File: config.mk
export PLATFORM = sky130hd
export DESIGN_NAME = elgamal_modexp_engine
export DESIGN_NICKNAME = d
export VERILOG_FILES = /design/src/hdl/emx_pkg.sv /design/src/hdl/emx_unit.sv /design/src/hdl/emx_seq.sv /design/src/hdl/elgamal_modexp_engine.sv
export SDC_FILE = /design/constraint.sdc
export NUM_CORES = 2
export LEC_CHECK = 0
export BUFFER_PORTS_ARGS = -buffer_cell sky130_fd_sc_hd__buf_4
export CORE_ASPECT_RATIO = 0.75
export CORE_MARGIN = 3
export CORE_UTILIZATION = 25
export DETAILED_ROUTE_END_ITERATION = 10
export PLACE_DENSITY_LB_ADDON = 0.2
export SLEW_MARGIN = 25
export SYNTH_ARGS = -nofsm -noshare
export SYNTH_HDL_FRONTEND = slang
export SYNTH_SLANG_ARGS = --single-unit
File: constraint.sdc
create_clock -name clk -period 11.3 [get_ports clk]
set_input_delay 0.565 -clock clk [delete_from_list [all_inputs] [get_ports clk]]
set_output_delay 0.565 -clock clk [all_outputs]
set_load 0.05 [all_outputs]
File: src/hdl/emx_pkg.sv
`timescale 1ns / 1ps

package emx_pkg;

	// Field and datapath widths
	localparam int REG_W    = 31;
	localparam int MOD_BITS = 31;
	localparam int EXP_BITS = 31;
	localparam int T_W      = MOD_BITS + 2;
	localparam int UCNT_W   = $clog2(REG_W + 1);
	localparam int ECNT_W   = $clog2(EXP_BITS);

	// Actions
	localparam logic [1:0] ACT_ENC    = 2'd0;
	localparam logic [1:0] ACT_DEC    = 2'd1;
	localparam logic [1:0] ACT_RER    = 2'd2;
	localparam logic [1:0] ACT_UNUSED = 2'd3;

	// Register indexes
	localparam logic [1:0] REG_MODULUS = 2'd0;
	localparam logic [1:0] REG_GEN     = 2'd1;
	localparam logic [1:0] REG_PUB     = 2'd2;
	localparam logic [1:0] REG_PRIV    = 2'd3;

	// Shared unit operations
	localparam logic OP_MUL = 1'b0;
	localparam logic OP_DIV = 1'b1;

	typedef struct packed {
		logic go;
		logic op;
	} emx_cmd_t;

endpackage

File: src/hdl/emx_unit.sv
`timescale 1ns / 1ps

// Shared shift unit: modular multiply (opa * opb mod p, opb < p) or
// divide (opa / opb, with remainder), one bit of opa per cycle, MSB first.
module emx_unit import emx_pkg::*; (
	input  logic                clk,
	input  logic                arst_n,
	input  emx_cmd_t            cmd,
	input  logic [REG_W-1:0]    opa,
	input  logic [MOD_BITS-1:0] opb,
	input  logic [MOD_BITS-1:0] p,
	output logic                done,
	output logic [MOD_BITS-1:0] res,
	output logic [MOD_BITS-1:0] rem
);

	logic                run_q;
	logic                op_q;
	logic                done_q;
	logic [UCNT_W-1:0]   cnt_q;
	logic [REG_W-1:0]    sh_q;
	logic [MOD_BITS-1:0] acc_q;
	logic [MOD_BITS-1:0] quo_q;
	logic                bit_in;
	logic [T_W-1:0]      t;
	logic [T_W-1:0]      t_nxt;
	logic                q_bit;

	assign bit_in = sh_q[REG_W-1];

	// One shift-add-reduce or shift-subtract step
	always_comb begin
		q_bit = 1'b0;
		if (op_q == OP_MUL) begin
			t = T_W'({acc_q, 1'b0}) + (bit_in ? T_W'(opb) : T_W'(0));
			if (t >= T_W'({p, 1'b0})) begin
				t_nxt = t - T_W'({p, 1'b0});
			end else if (t >= T_W'(p)) begin
				t_nxt = t - T_W'(p);
			end else begin
				t_nxt = t;
			end
		end else begin
			t = T_W'({acc_q, bit_in});
			if (t >= T_W'(opb)) begin
				t_nxt = t - T_W'(opb);
				q_bit = 1'b1;
			end else begin
				t_nxt = t;
			end
		end
	end

	// Advance the iteration
	always_ff @(posedge clk or negedge arst_n) begin
		if (!arst_n) begin
			run_q  <= 1'b0;
			done_q <= 1'b0;
			cnt_q  <= '0;
			op_q   <= OP_MUL;
		end else begin
			done_q <= 1'b0;
			if (cmd.go) begin
				run_q <= 1'b1;
				op_q  <= cmd.op;
				cnt_q <= UCNT_W'(REG_W);
			end else if (run_q) begin
				cnt_q <= cnt_q - 1'b1;
				if (cnt_q == UCNT_W'(1)) begin
					run_q  <= 1'b0;
					done_q <= 1'b1;
				end
			end
		end
	end

	// Datapath registers
	always_ff @(posedge clk) begin
		if (cmd.go) begin
			sh_q  <= opa;
			acc_q <= '0;
			quo_q <= '0;
		end else if (run_q) begin
			sh_q  <= {sh_q[REG_W-2:0], 1'b0};
			acc_q <= t_nxt[MOD_BITS-1:0];
			quo_q <= {quo_q[MOD_BITS-2:0], q_bit};
		end
	end

	assign done = done_q;
	assign res  = (op_q == OP_MUL) ? acc_q : quo_q;
	assign rem  = acc_q;

endmodule

File: src/hdl/emx_seq.sv
`timescale 1ns / 1ps

// Sequencer: reductions, square-and-multiply and extended Euclid on the shared unit.
module emx_seq import emx_pkg::*; (
	input  logic                clk,
	input  logic                arst_n,
	input  logic                start,
	input  logic [1:0]          action,
	input  logic [REG_W-1:0]    first_value,
	input  logic [REG_W-1:0]    second_value,
	input  logic [REG_W-1:0]    exponent,
	input  logic [MOD_BITS-1:0] p,
	input  logic [REG_W-1:0]    gen,
	input  logic [REG_W-1:0]    pub,
	input  logic [REG_W-1:0]    priv,
	output logic                busy,
	output logic                done,
	output logic [REG_W-1:0]    out_first,
	output logic [REG_W-1:0]    out_second,
	output logic                status
);

	localparam logic [3:0] S_IDLE  = 4'd0;
	localparam logic [3:0] S_REDA  = 4'd1;
	localparam logic [3:0] S_REDB  = 4'd2;
	localparam logic [3:0] S_BASE  = 4'd3;
	localparam logic [3:0] S_PSTEP = 4'd4;
	localparam logic [3:0] S_PMUL  = 4'd5;
	localparam logic [3:0] S_PSQ   = 4'd6;
	localparam logic [3:0] S_PEND  = 4'd7;
	localparam logic [3:0] S_POST  = 4'd8;
	localparam logic [3:0] S_ECHK  = 4'd9;
	localparam logic [3:0] S_DIV   = 4'd10;
	localparam logic [3:0] S_TMUL  = 4'd11;
	localparam logic [3:0] S_FINAL = 4'd12;

	logic [3:0]          state_q;
	emx_cmd_t            cmd_q;
	logic [REG_W-1:0]    opa_q;
	logic [MOD_BITS-1:0] opb_q;
	logic [1:0]          act_q;
	logic                pass_q;
	logic [REG_W-1:0]    second_q;
	logic [REG_W-1:0]    exp_in_q;
	logic [MOD_BITS-1:0] a_q;
	logic [MOD_BITS-1:0] b_q;
	logic [MOD_BITS-1:0] acc_q;
	logic [MOD_BITS-1:0] sq_q;
	logic [EXP_BITS-1:0] ex_q;
	logic [ECNT_W-1:0]   ecnt_q;
	logic [MOD_BITS-1:0] e0_q;
	logic [MOD_BITS-1:0] e1_q;
	logic [MOD_BITS-1:0] t0_q;
	logic [MOD_BITS-1:0] t1_q;
	logic [MOD_BITS-1:0] rem_q;
	logic                done_q;
	logic [REG_W-1:0]    out_first_q;
	logic [REG_W-1:0]    out_second_q;
	logic                status_q;
	logic                u_done;
	logic [MOD_BITS-1:0] u_res;
	logic [MOD_BITS-1:0] u_rem;
	logic [MOD_BITS-1:0] t_new;

	emx_unit u_unit (
		.clk    (clk),
		.arst_n (arst_n),
		.cmd    (cmd_q),
		.opa    (opa_q),
		.opb    (opb_q),
		.p      (p),
		.done   (u_done),
		.res    (u_res),
		.rem    (u_rem)
	);

	// Next Bezout coefficient mod p: t0 - q*t1
	assign t_new = (t0_q >= u_res) ? (t0_q - u_res) : (t0_q + (p - u_res));

	always_ff @(posedge clk or negedge arst_n) begin
		if (!arst_n) begin
			state_q  <= S_IDLE;
			cmd_q    <= '0;
			done_q   <= 1'b0;
			pass_q   <= 1'b0;
			act_q    <= ACT_ENC;
			status_q <= 1'b0;
		end else begin
			cmd_q  <= '0;
			done_q <= 1'b0;
			unique case (state_q)
				S_IDLE: begin
					if (start) begin
						act_q    <= action;
						second_q <= second_value;
						exp_in_q <= exponent;
						pass_q   <= 1'b0;
						if (p < MOD_BITS'(2) || action == ACT_UNUSED) begin
							out_first_q  <= '0;
							out_second_q <= '0;
							status_q     <= 1'b0;
							done_q       <= 1'b1;
						end else begin
							cmd_q   <= '{go: 1'b1, op: OP_MUL};
							opa_q   <= first_value;
							opb_q   <= MOD_BITS'(1);
							state_q <= S_REDA;
						end
					end
				end
				S_REDA: begin
					if (u_done) begin
						a_q     <= u_res;
						cmd_q   <= '{go: 1'b1, op: OP_MUL};
						opa_q   <= second_q;
						state_q <= S_REDB;
					end
				end
				S_REDB: begin
					if (u_done) begin
						b_q     <= u_res;
						cmd_q   <= '{go: 1'b1, op: OP_MUL};
						opa_q   <= (act_q == ACT_DEC) ? REG_W'(a_q) : gen;
						state_q <= S_BASE;
					end
				end
				S_BASE: begin
					if (u_done) begin
						sq_q    <= u_res;
						acc_q   <= MOD_BITS'(1);
						ecnt_q  <= '0;
						ex_q    <= (act_q == ACT_DEC && !pass_q) ?
							EXP_BITS'(priv) : EXP_BITS'(exp_in_q);
						state_q <= S_PSTEP;
					end
				end
				S_PSTEP: begin
					cmd_q <= '{go: 1'b1, op: OP_MUL};
					opa_q <= REG_W'(sq_q);
					opb_q <= ex_q[0] ? acc_q : sq_q;
					state_q <= ex_q[0] ? S_PMUL : S_PSQ;
				end
				S_PMUL: begin
					if (u_done) begin
						acc_q   <= u_res;
						cmd_q   <= '{go: 1'b1, op: OP_MUL};
						opb_q   <= sq_q;
						state_q <= S_PSQ;
					end
				end
				S_PSQ: begin
					if (u_done) begin
						sq_q   <= u_res;
						ex_q   <= ex_q >> 1;
						ecnt_q <= ecnt_q + 1'b1;
						state_q <= (ecnt_q == ECNT_W'(EXP_BITS - 1)) ? S_PEND : S_PSTEP;
					end
				end
				S_PEND: begin
					if (act_q == ACT_DEC) begin
						e0_q    <= p;
						e1_q    <= acc_q;
						t0_q    <= '0;
						t1_q    <= MOD_BITS'(1);
						state_q <= S_ECHK;
					end else if (act_q == ACT_ENC && !pass_q) begin
						out_first_q <= REG_W'(acc_q);
						pass_q      <= 1'b1;
						cmd_q       <= '{go: 1'b1, op: OP_MUL};
						opa_q       <= pub;
						opb_q       <= MOD_BITS'(1);
						state_q     <= S_BASE;
					end else begin
						cmd_q   <= '{go: 1'b1, op: OP_MUL};
						opa_q   <= (act_q == ACT_RER && pass_q) ? REG_W'(b_q) : REG_W'(a_q);
						opb_q   <= acc_q;
						state_q <= S_POST;
					end
				end
				S_POST: begin
					if (u_done) begin
						if (!pass_q) begin
							out_first_q <= REG_W'(u_res);
							pass_q      <= 1'b1;
							cmd_q       <= '{go: 1'b1, op: OP_MUL};
							opa_q       <= pub;
							opb_q       <= MOD_BITS'(1);
							state_q     <= S_BASE;
						end else begin
							out_second_q <= REG_W'(u_res);
							status_q     <= 1'b0;
							done_q       <= 1'b1;
							state_q      <= S_IDLE;
						end
					end
				end
				S_ECHK: begin
					if (e1_q == '0) begin
						if (e0_q == MOD_BITS'(1)) begin
							cmd_q   <= '{go: 1'b1, op: OP_MUL};
							opa_q   <= REG_W'(b_q);
							opb_q   <= t0_q;
							state_q <= S_FINAL;
						end else begin
							// No inverse: return (-c2) mod p and flag it
							out_first_q  <= (b_q == '0) ? '0 : REG_W'(p - b_q);
							out_second_q <= '0;
							status_q     <= 1'b1;
							done_q       <= 1'b1;
							state_q      <= S_IDLE;
						end
					end else begin
						cmd_q   <= '{go: 1'b1, op: OP_DIV};
						opa_q   <= REG_W'(e0_q);
						opb_q   <= e1_q;
						state_q <= S_DIV;
					end
				end
				S_DIV: begin
					if (u_done) begin
						rem_q   <= u_rem;
						cmd_q   <= '{go: 1'b1, op: OP_MUL};
						opa_q   <= REG_W'(u_res);
						opb_q   <= t1_q;
						state_q <= S_TMUL;
					end
				end
				S_TMUL: begin
					if (u_done) begin
						e0_q    <= e1_q;
						e1_q    <= rem_q;
						t0_q    <= t1_q;
						t1_q    <= t_new;
						state_q <= S_ECHK;
					end
				end
				S_FINAL: begin
					if (u_done) begin
						out_first_q  <= REG_W'(u_res);
						out_second_q <= '0;
						status_q     <= 1'b0;
						done_q       <= 1'b1;
						state_q      <= S_IDLE;
					end
				end
				default: begin
					state_q <= S_IDLE;
				end
			endcase
		end
	end

	assign busy       = (state_q != S_IDLE);
	assign done       = done_q;
	assign out_first  = out_first_q;
	assign out_second = out_second_q;
	assign status     = status_q;

endmodule

File: src/hdl/elgamal_modexp_engine.sv
`timescale 1ns / 1ps

// ElGamal engine: one item at a time, taken when start is high and busy low.
// Every step runs on one shared shift unit that handles one bit per cycle.
// Encrypt and rerandomize take four reductions, two 31-bit exponentiations of
// up to 62 multiplies each and up to two final multiplies; decrypt takes three
// reductions, one exponentiation plus up to about 45 Euclid steps of two unit
// runs each. A degenerate modulus or an unused action finishes straight from
// idle, without busy rising. The result shows for exactly one cycle with done
// high; the receiver cannot stall it, and busy drops on that cycle.
module elgamal_modexp_engine import emx_pkg::*; (
	input  logic             clk,
	input  logic             arst_n,
	input  logic             start,
	output logic             busy,
	input  logic [1:0]       action,
	input  logic [REG_W-1:0] first_value,
	input  logic [REG_W-1:0] second_value,
	input  logic [REG_W-1:0] exponent,
	output logic             done,
	output logic [REG_W-1:0] out_first,
	output logic [REG_W-1:0] out_second,
	output logic             status,
	input  logic             cfg_we,
	input  logic [1:0]       cfg_addr,
	input  logic [REG_W-1:0] cfg_wdata
);

	logic [MOD_BITS-1:0] modulus_q;
	logic [REG_W-1:0]    gen_q;
	logic [REG_W-1:0]    pub_q;
	logic [REG_W-1:0]    priv_q;

	// Hold configuration registers
	always_ff @(posedge clk or negedge arst_n) begin
		if (!arst_n) begin
			modulus_q <= MOD_BITS'(467);
			gen_q     <= REG_W'(2);
			pub_q     <= '0;
			priv_q    <= '0;
		end else if (cfg_we) begin
			unique case (cfg_addr)
				REG_MODULUS: modulus_q <= cfg_wdata[MOD_BITS-1:0];
				REG_GEN:     gen_q     <= cfg_wdata;
				REG_PUB:     pub_q     <= cfg_wdata;
				REG_PRIV:    priv_q    <= cfg_wdata;
				default:     modulus_q <= modulus_q;
			endcase
		end
	end

	emx_seq u_seq (
		.clk          (clk),
		.arst_n       (arst_n),
		.start        (start),
		.action       (action),
		.first_value  (first_value),
		.second_value (second_value),
		.exponent     (exponent),
		.p            (modulus_q),
		.gen          (gen_q),
		.pub          (pub_q),
		.priv         (priv_q),
		.busy         (busy),
		.done         (done),
		.out_first    (out_first),
		.out_second   (out_second),
		.status       (status)
	);

endmodule
---- Yosys cells after proc, flatten, opt, wreduce, memory -nomap -nowiden ----
Cells that the tools add are included.
operators by class
  add/sub/neg operators ................... 10
  muxes and demuxes ....................... 130
  equality and inequality tests ........... 41
  reductions and logical operators ........ 42
  $lt $le $gt $ge ......................... 5
operators by type and width
  kind                                                         count
  two-way mux 31 bit                                           58
  case mux 31 bit (2 select lines)                             6
  case mux 31 bit (8 select lines)                             1
  case mux 31 bit (7 select lines)                             1
  subtractor 31 bit                                            6
  case mux 31 bit (5 select lines)                             1
  case mux 31 bit (4 select lines)                             1
  zero test 31 bit                                             2
  two-way mux 4 bit                                            15
  case mux 4 bit (13 select lines)                             1
  adder 32 x 31 -> 33 bit                                      1
  >= comparator 33 x 31 -> 1 bit                               1
  >= comparator 33 x 32 -> 1 bit                               1
  AND reduction 11 bit                                         3
  >= comparator 32 x 31 -> 1 bit                               1
  adder 31 bit                                                 1
  equality test 31 x 1 -> 1 bit, second input constant         1
  >= comparator 31 bit                                         1
  less-than comparator 31 x 2 -> 1 bit, second input constant  1
  != test 2 bit, second input constant                         14
  two-way mux 1 bit                                            26
  two-way mux 2 bit                                            11
  equality test 4 bit, second input constant                   5
  two-way mux 5 bit                                            4
  other kinds (35)                                             65
word-level totals
  flip-flop bits (word level) ............. 737
  output and inout port bits .............. 65
  word-level logic and storage cells ...... 263

---- Depth between registers and ports, before layout ----
  depth in word-level cells ............... 6
  mapped depth ............................ 28
  mapped depth without buffers ............ 24

---- By module ----
A second synthesis with hierarchy kept.
second synthesis, totals
  cells, all modules ...................... 4371
  area, all modules ....................... 44453.9 um2
by module, submodules not included
  module                 instances  area an instance (um2)  seq. area each (um2)  cells an instance
  emx_seq                1          28083.2                 15319.7               2650
  emx_unit               1          11762.5                 2372.3                1457
  elgamal_modexp_engine  1          4608.2                  3111.7                264

---- Least setup slack after synthesis ----
Ideal clock, no wire load.
  path type ............................... flip-flop to flip-flop
  start point ............................. register u_seq.u_unit.sh_q[30]
  end point ............................... register u_seq.u_unit.acc_q[19] (netlist: u_seq.u_unit.rem[19])
  arrival time ............................ 5.323 ns
  library setup time ...................... 0.103 ns
  cell stages (with the launch flop) ...... 26
  buffers on the path ..................... 2
  slack ................................... 5.874 ns
  clock period less this slack ............ 5.426 ns
  cells stage by stage .................... edfxtp_1 -> inv_1 -> clkbuf_1 -> nor2_1 -> ha_1 -> fa_1 -> a211oi_1 -> o211ai_1 -> nand4b_1 -> nand3b_1 -> a211oi_1 -> o21bai_1 -> a21oi_1 -> xnor2_1 -> ha_1 -> nand4_1 -> nor2b_1 -> a2111oi_2 -> o21ai_1 -> a221o_1 -> a21oi_1 -> o211ai_1 -> or2_4 -> buf_6 -> o21a_1 -> a2111oi_2
on the way
  cells in the longest elaborated chain, start to end .. 6
  elaborated cells between the ends (all ways) .. 12
  those cells by class .................... add/sub (4); order compare (3); mux (5)
ends and longest elaborated chain
  element                                                              RTL line                        RTL
  start: declaration                                                   emx_unit.sv:21                  logic [REG_W-1:0] sh_q;
  start signal: assignment                                             emx_unit.sv:80                  sh_q <= opa;
  start signal: assignment                                             emx_unit.sv:84                  sh_q <= {sh_q[REG_W-2:0], 1'b0};
  two-way mux 31 bit                                                   emx_unit.sv:35                  t = T_W'({acc_q, 1'b0}) + (bit_in ? T_W'(opb) : T_W'(0));
  adder 32 x 31 -> 33 bit                                              emx_unit.sv:35
  subtractor 31 bit or >= comparator 33 x 31 -> 1 bit (tied branches)  emx_unit.sv:39, emx_unit.sv:38
  two-way mux 31 bit                                                   emx_unit.sv:38                  end else if (t >= T_W'(p)) begin
  two-way mux 31 bit                                                   emx_unit.sv:36                  if (t >= T_W'({p, 1'b0})) begin
  two-way mux 31 bit *                                                 emx_unit.sv:34                  if (op_q == OP_MUL) begin
  end signal: assignment                                               emx_unit.sv:85                  acc_q <= t_nxt[MOD_BITS-1:0];
  end: declaration                                                     emx_unit.sv:22                  logic [MOD_BITS-1:0] acc_q;
Every way passes the cells marked *; elsewhere a longest branch is shown, timed or not.
A chain may end at the register's enable or synchronous reset.

---- Final worst setup path ----
  start point ............................. register u_seq.u_unit.sh_q[30]
  end point ............................... register u_seq.u_unit.acc_q[26] (netlist: u_seq.u_unit.rem[26])
Same word-level chain as after synthesis.

==> impl_results.html <==
<table>
<tr><th>Metric</th><th>Value</th></tr>
<tr><th colspan="2">Die</th></tr>
<tr><td>Core ar.</td><td>between 150,000 and 200,000 um^2</td></tr>
<tr><td>Height of the die</td><td>between 300 and 400 um</td></tr>
<tr><td>Number of ports placed on the die boundary</td><td>slightly below 200</td></tr>
<tr><td>Starting Density</td><td>0.254</td></tr>
<tr><td>Die outline area</td><td>roughly 180,000 um^2</td></tr>
<tr><td>Cell row count</td><td>131</td></tr>
<tr><td>Die width</td><td>just under 500 um</td></tr>
<tr><th colspan="2">Timing</th></tr>
<tr><td>Sum Neg Setup Slack</td><td>0 ps</td></tr>
<tr><td>Setup violations, final</td><td>0</td></tr>
<tr><td>Max-slew violation total from the final report</td><td>0</td></tr>
<tr><td>Time the worst path needs with I/O delays and setup</td><td>a little over 7000 ps</td></tr>
<tr><td>Tightest Pin Transition</td><td>1080 ps</td></tr>
<tr><td>RSZ-0062 raised after global routing</td><td>no</td></tr>
<tr><td>Count of final hold-check violations</td><td>0</td></tr>
<tr><td>Worst relative slew slack</td><td>0.277</td></tr>
<tr><td>Final clock period utilization by the worst path</td><td>0.633</td></tr>
<tr><td>Achievable frequency</td><td>0.140 GHz</td></tr>
<tr><td>Final worst-path setup slack</td><td>between 4000 and 5000 ps</td></tr>
<tr><td>Clock tree skew after final layout</td><td>approximately 28 ps</td></tr>
<tr><th colspan="2">Routing</th></tr>
<tr><td>First-pass iteration count of the detailed router</td><td>7</td></tr>
<tr><td>Total detailed-routing wirelength</td><td>approximately 180 mm</td></tr>
<tr><td>Drt drc</td><td>0</td></tr>
<tr><td>DRC violation total after the first TritonRoute iteration</td><td>about 4,400</td></tr>
<tr><td>Average routed wire per standard cell</td><td>26.2 um</td></tr>
<tr><td>Detail-routed via count per cell</td><td>about 5.2</td></tr>
<tr><td>Vias post-DR</td><td>about 35,000</td></tr>
<tr><td>Final antenna-violating net count</td><td>0</td></tr>
<tr><th colspan="2">GRT</th></tr>
<tr><td>Total gr overflow</td><td>0</td></tr>
<tr><td>First-pass GRT wire length</td><td>250 mm</td></tr>
<tr><td>Via count of the first global-routing pass</td><td>between 30,000 and 40,000</td></tr>
<tr><td>Global Route Usage Sum</td><td>0.191</td></tr>
<tr><td>Antenna violations before repair</td><td>7</td></tr>
<tr><td>Pin count of the biggest net entering global routing</td><td>103</td></tr>
<tr><th colspan="2">Clocking</th></tr>
<tr><td>Clock tree from TritonCTS</td><td>done</td></tr>
<tr><td>Buffer levels on the longest clock path</td><td>3</td></tr>
<tr><td>Number of sinks on the clock net</td><td>737</td></tr>
<tr><td>Number of H-tree branching levels</td><td>3</td></tr>
<tr><td>Clock Tree Root</td><td>sky130_fd_sc_hd__clkbuf_16</td></tr>
<tr><td>CTS resizes</td><td>0</td></tr>
<tr><td>Clock buffer count from CTS</td><td>between 70 and 80</td></tr>
<tr><td># Post-CTS Setup Buffers</td><td>0</td></tr>
<tr><td>Post-CTS Hold Fix Bufs</td><td>1</td></tr>
<tr><td>Clk pin slew, worst setup/hold paths</td><td>roughly 70 ps</td></tr>
<tr><td>Clock network latency to the later pin of the worst-skew pair</td><td>680 ps</td></tr>
<tr><th colspan="2">Setup path</th></tr>
<tr><td>Crit path DAT</td><td>between 7000 and 8000 ps</td></tr>
<tr><td>Flop-to-flop setup slack</td><td>a little over 4000 ps</td></tr>
<tr><td>Beginning of the worst register-to-register path</td><td>u_seq.u_unit.sh_q[30]</td></tr>
<tr><td>Number of cell instances on the worst register-to-register path</td><td>24</td></tr>
<tr><td>Critical Path Sink Type</td><td>register</td></tr>
<tr><td>RR Endpoint</td><td>u_seq.u_unit.rem[26]</td></tr>
<tr><td>Launching element type of the critical path</td><td>register</td></tr>
<tr><td>Critical Setup Path Class</td><td>register to register</td></tr>
<tr><td>Required time of the critical path</td><td>about 12,000 ps</td></tr>
<tr><td>CP Max Fanout</td><td>39</td></tr>
<tr><th colspan="2">Status</th></tr>
<tr><td>Result of the run</td><td>finished clean</td></tr>
<tr><th colspan="2">Finish</th></tr>
<tr><td>Synthesis-to-layout area growth</td><td>16.4%</td></tr>
<tr><td>Post-route non-filler standard cell count</td><td>approximately 6,700</td></tr>
<tr><td>Most common cell after layout, fill and taps aside</td><td>sky130_fd_sc_hd__edfxtp_1</td></tr>
<tr><td>Ratio of cells with drive above 1 in the final layout</td><td>0.142</td></tr>
<tr><td>Most frequent cells in the layout</td><td>sky130_fd_sc_hd__edfxtp_1, sky130_fd_sc_hd__nand2_1, sky130_fd_sc_hd__nor2_1, sky130_fd_sc_hd__o21ai_0, sky130_fd_sc_hd__buf_4</td></tr>
<tr><td>Number of nets in the finished design</td><td>4,783</td></tr>
<tr><td>Footprint of the flip-flops and latches</td><td>approximately 21,000 um^2</td></tr>
<tr><td>Footprint of the multi-input gates</td><td>21,100 um^2</td></tr>
<tr><td># fillers</td><td>between 15,000 and 20,000</td></tr>
<tr><td>Core Util, Final</td><td>0.295</td></tr>
<tr><th colspan="2">Placement</th></tr>
<tr><td># port buffers</td><td>196</td></tr>
<tr><td>Post-Place Worst Slack</td><td>roughly 4000 ps</td></tr>
<tr><td>HPWL reported at the end of detailed placement</td><td>between 100 and 150 mm</td></tr>
<tr><td>Placed Cells</td><td>approximately 6,600</td></tr>
<tr><td>Routability cong.</td><td>between 0.9 and 1</td></tr>
<tr><th colspan="2">Logic synthesis</th></tr>
<tr><td>Count of cell types in the netlist</td><td>just under 100</td></tr>
<tr><td>Async set or reset register ratio after synthesis</td><td>0.194</td></tr>
<tr><td>Avg Synthesized Cell Area</td><td>around 10 um^2</td></tr>
<tr><td>Post-Synthesis Cell Area</td><td>about 43,000 um^2</td></tr>
<tr><td>Yosys synthesis warning count</td><td>0</td></tr>
<tr><td>Most common flop cell mapped by yosys</td><td>sky130_fd_sc_hd__edfxtp_1</td></tr>
<tr><td>Post-synthesis cell count</td><td>approximately 4,200</td></tr>
<tr><td>Flip-flop and latch count after synthesis</td><td>737</td></tr>
<tr><td>Proportion of synthesized chip area in sequential cells</td><td>0.478</td></tr>
<tr><td>Count of flip-flops with a built-in enable after synthesis</td><td>about 530</td></tr>
<tr><td>Net Count, Synth</td><td>4,599</td></tr>
<tr><th colspan="2">Worst hold path</th></tr>
<tr><td>Hold/Removal Path Class</td><td>input port to register</td></tr>
<tr><td>Launch instance of the worst min-delay path</td><td>exponent[12]</td></tr>
<tr><td>Worst min-delay path endpoint</td><td>u_seq.exp_in_q[12]</td></tr>
<tr><td>Hold path depth</td><td>1</td></tr>
<tr><th colspan="2">Power and ir drop</th></tr>
<tr><td>Total Power Consumption</td><td>roughly 14,000 uW</td></tr>
<tr><td>Pleak</td><td>~0.02 uW</td></tr>
<tr><td>Power density over the cells</td><td>about 280 nW/um^2</td></tr>
<tr><td>Max rail drop VDD</td><td>between 0.0002 and 0.00025 V</td></tr>
<tr><th colspan="2">Run</th></tr>
<tr><td>Total of max-cap violations</td><td>0</td></tr>
</table>
## power by group
group	total [uW]	leakage, uW	internal (uW)	switching (uW)
registers	3460	0.00718	3210	251
logic	7760	0.0116	3110	4640
clock network	2760	0.00129	1580	1190
## cell usage after synthesis (42+ instances only)
| master | n | share of area |
|---|---|---|
| sky130_fd_sc_hd__edfxtp_1 | 532 | 0.37 |
| sky130_fd_sc_hd__nand2_1 | 429 | 0.037 |
| sky130_fd_sc_hd__nor2_1 | 362 | 0.031 |
| sky130_fd_sc_hd__o21ai_0 | 318 | 0.037 |
| sky130_fd_sc_hd__inv_1 | 280 | 0.024 |
| sky130_fd_sc_hd__a21oi_1 | 262 | 0.030 |
| sky130_fd_sc_hd__ha_1 | 219 | 0.063 |
| sky130_fd_sc_hd__mux2i_1 | 170 | 0.039 |
| sky130_fd_sc_hd__clkbuf_1 | 137 | 0.012 |
| sky130_fd_sc_hd__dfrtp_1 | 136 | 0.078 |
| sky130_fd_sc_hd__mux2_2 | 136 | 0.035 |
| sky130_fd_sc_hd__xnor2_1 | 121 | 0.024 |
| sky130_fd_sc_hd__a21o_1 | 88 | 0.015 |
| sky130_fd_sc_hd__xor2_1 | 69 | 0.014 |
| sky130_fd_sc_hd__dfxtp_1 | 62 | 0.029 |
| sky130_fd_sc_hd__a222oi_1 | 60 | 0.014 |
| sky130_fd_sc_hd__nand3_1 | 51 | 0.0059 |
| sky130_fd_sc_hd__nor3_1 | 50 | 0.0058 |
| sky130_fd_sc_hd__nand4_1 | 45 | 0.0065 |
| sky130_fd_sc_hd__and2_1 | 44 | 0.0063 |
| sky130_fd_sc_hd__nor4_1 | 43 | 0.0062 |
| sky130_fd_sc_hd__o21a_1 | 42 | 0.0073 |
## how the worst max path moves through the flow
stage	slack, ps	depth (start not counted)	to	from
2_1_floorplan	5870	25	u_seq.u_unit.rem[19]	u_seq.u_unit.sh_q[30]
6_report	4140	24	u_seq.u_unit.rem[26]	u_seq.u_unit.sh_q[30]
3_5_place_dp	4050	24	u_seq.u_unit.rem[26]	u_seq.u_unit.sh_q[30]
5_1_grt	3880	23	u_seq.u_unit.rem[26]	u_seq.u_unit.sh_q[30]
3_3_place_gp	4190	24	u_seq.u_unit.rem[26]	u_seq.u_unit.sh_q[30]
4_1_cts	4000	24	u_seq.u_unit.rem[26]	u_seq.u_unit.sh_q[30]
## kinds of logic (layout without fill, tap and decap cells)
logic type / count (synthesis) / count (layout) / share of synthesized area
adders and majority gates: 255 / 255 / 0.0796
DFF: 737 / 737 / 0.478
AOI/OAI and AO/OA: 1107 / 1107 / 0.168
muxes: 306 / 306 / 0.0743
and+or+nand+nor: 1155 / 1155 / 0.120
buffers and inverters: 462 / 711 / 0.0416
xor gates and xnor gates: 190 / 190 / 0.0383
other: 0 / 3 / 0
## per-stage QoR
stage / instance area (um^2) / hold WS [ps]
2_1_floorplan: 43500 / 269
4_1_cts: 50600 / 12.5
3_3_place_gp: 47900 / 481
5_1_grt: 50600 / 28.8
3_5_place_dp: 47900 / 493
6_report: 50600 / 71.5
## layout make-up
cell class                      instances  area share
Clock inverter                         36     0.00830
Tap cell                             2261      0.0559
Antenna cell                            3    0.000148
Sequential cell                       737       0.411
Clock buffer                          109      0.0443
Multi-Input combinational cell       3013       0.417
Timing Repair Buffer                  284      0.0429
Inverter                              282      0.0209
## layer usage
layer / global-route usage / up-vias / part of all wire / wire length, um
met2: 0.272 / 1377 / 0.41 / 72900
met3: 0.0416 / 155 / 0.083 / 14500
met5: 0 / - / 0 / 0
met4: 0.0336 / 0 / 0.017 / 2910
li1: - / 15900 / - / -
met1: 0.293 / 17600 / 0.49 / 85700
## critical path, cell delays in order, from the launching register on
cell and delay [ps]:
sky130_fd_sc_hd__edfxtp_1 420, sky130_fd_sc_hd__inv_2 490, sky130_fd_sc_hd__nor2_1 100, sky130_fd_sc_hd__ha_1 250
sky130_fd_sc_hd__fa_1 440, sky130_fd_sc_hd__a211oi_1 390, sky130_fd_sc_hd__o211ai_1 230, sky130_fd_sc_hd__nand4b_1 240
sky130_fd_sc_hd__nand3b_1 190, sky130_fd_sc_hd__a211oi_1 480, sky130_fd_sc_hd__o21bai_1 160, sky130_fd_sc_hd__a21oi_1 200
sky130_fd_sc_hd__xnor2_1 230, sky130_fd_sc_hd__ha_1 360, sky130_fd_sc_hd__nand4_1 220, sky130_fd_sc_hd__nor2b_1 90
sky130_fd_sc_hd__a2111oi_2 370, sky130_fd_sc_hd__o21ai_1 150, sky130_fd_sc_hd__a221o_1 350, sky130_fd_sc_hd__a21oi_1 200
sky130_fd_sc_hd__o211ai_1 130, sky130_fd_sc_hd__or2_4 410, sky130_fd_sc_hd__nor2_2 480, sky130_fd_sc_hd__o211ai_1 170
sky130_fd_sc_hd__a32o_1 270
Power figures use the tool's default switching activity.
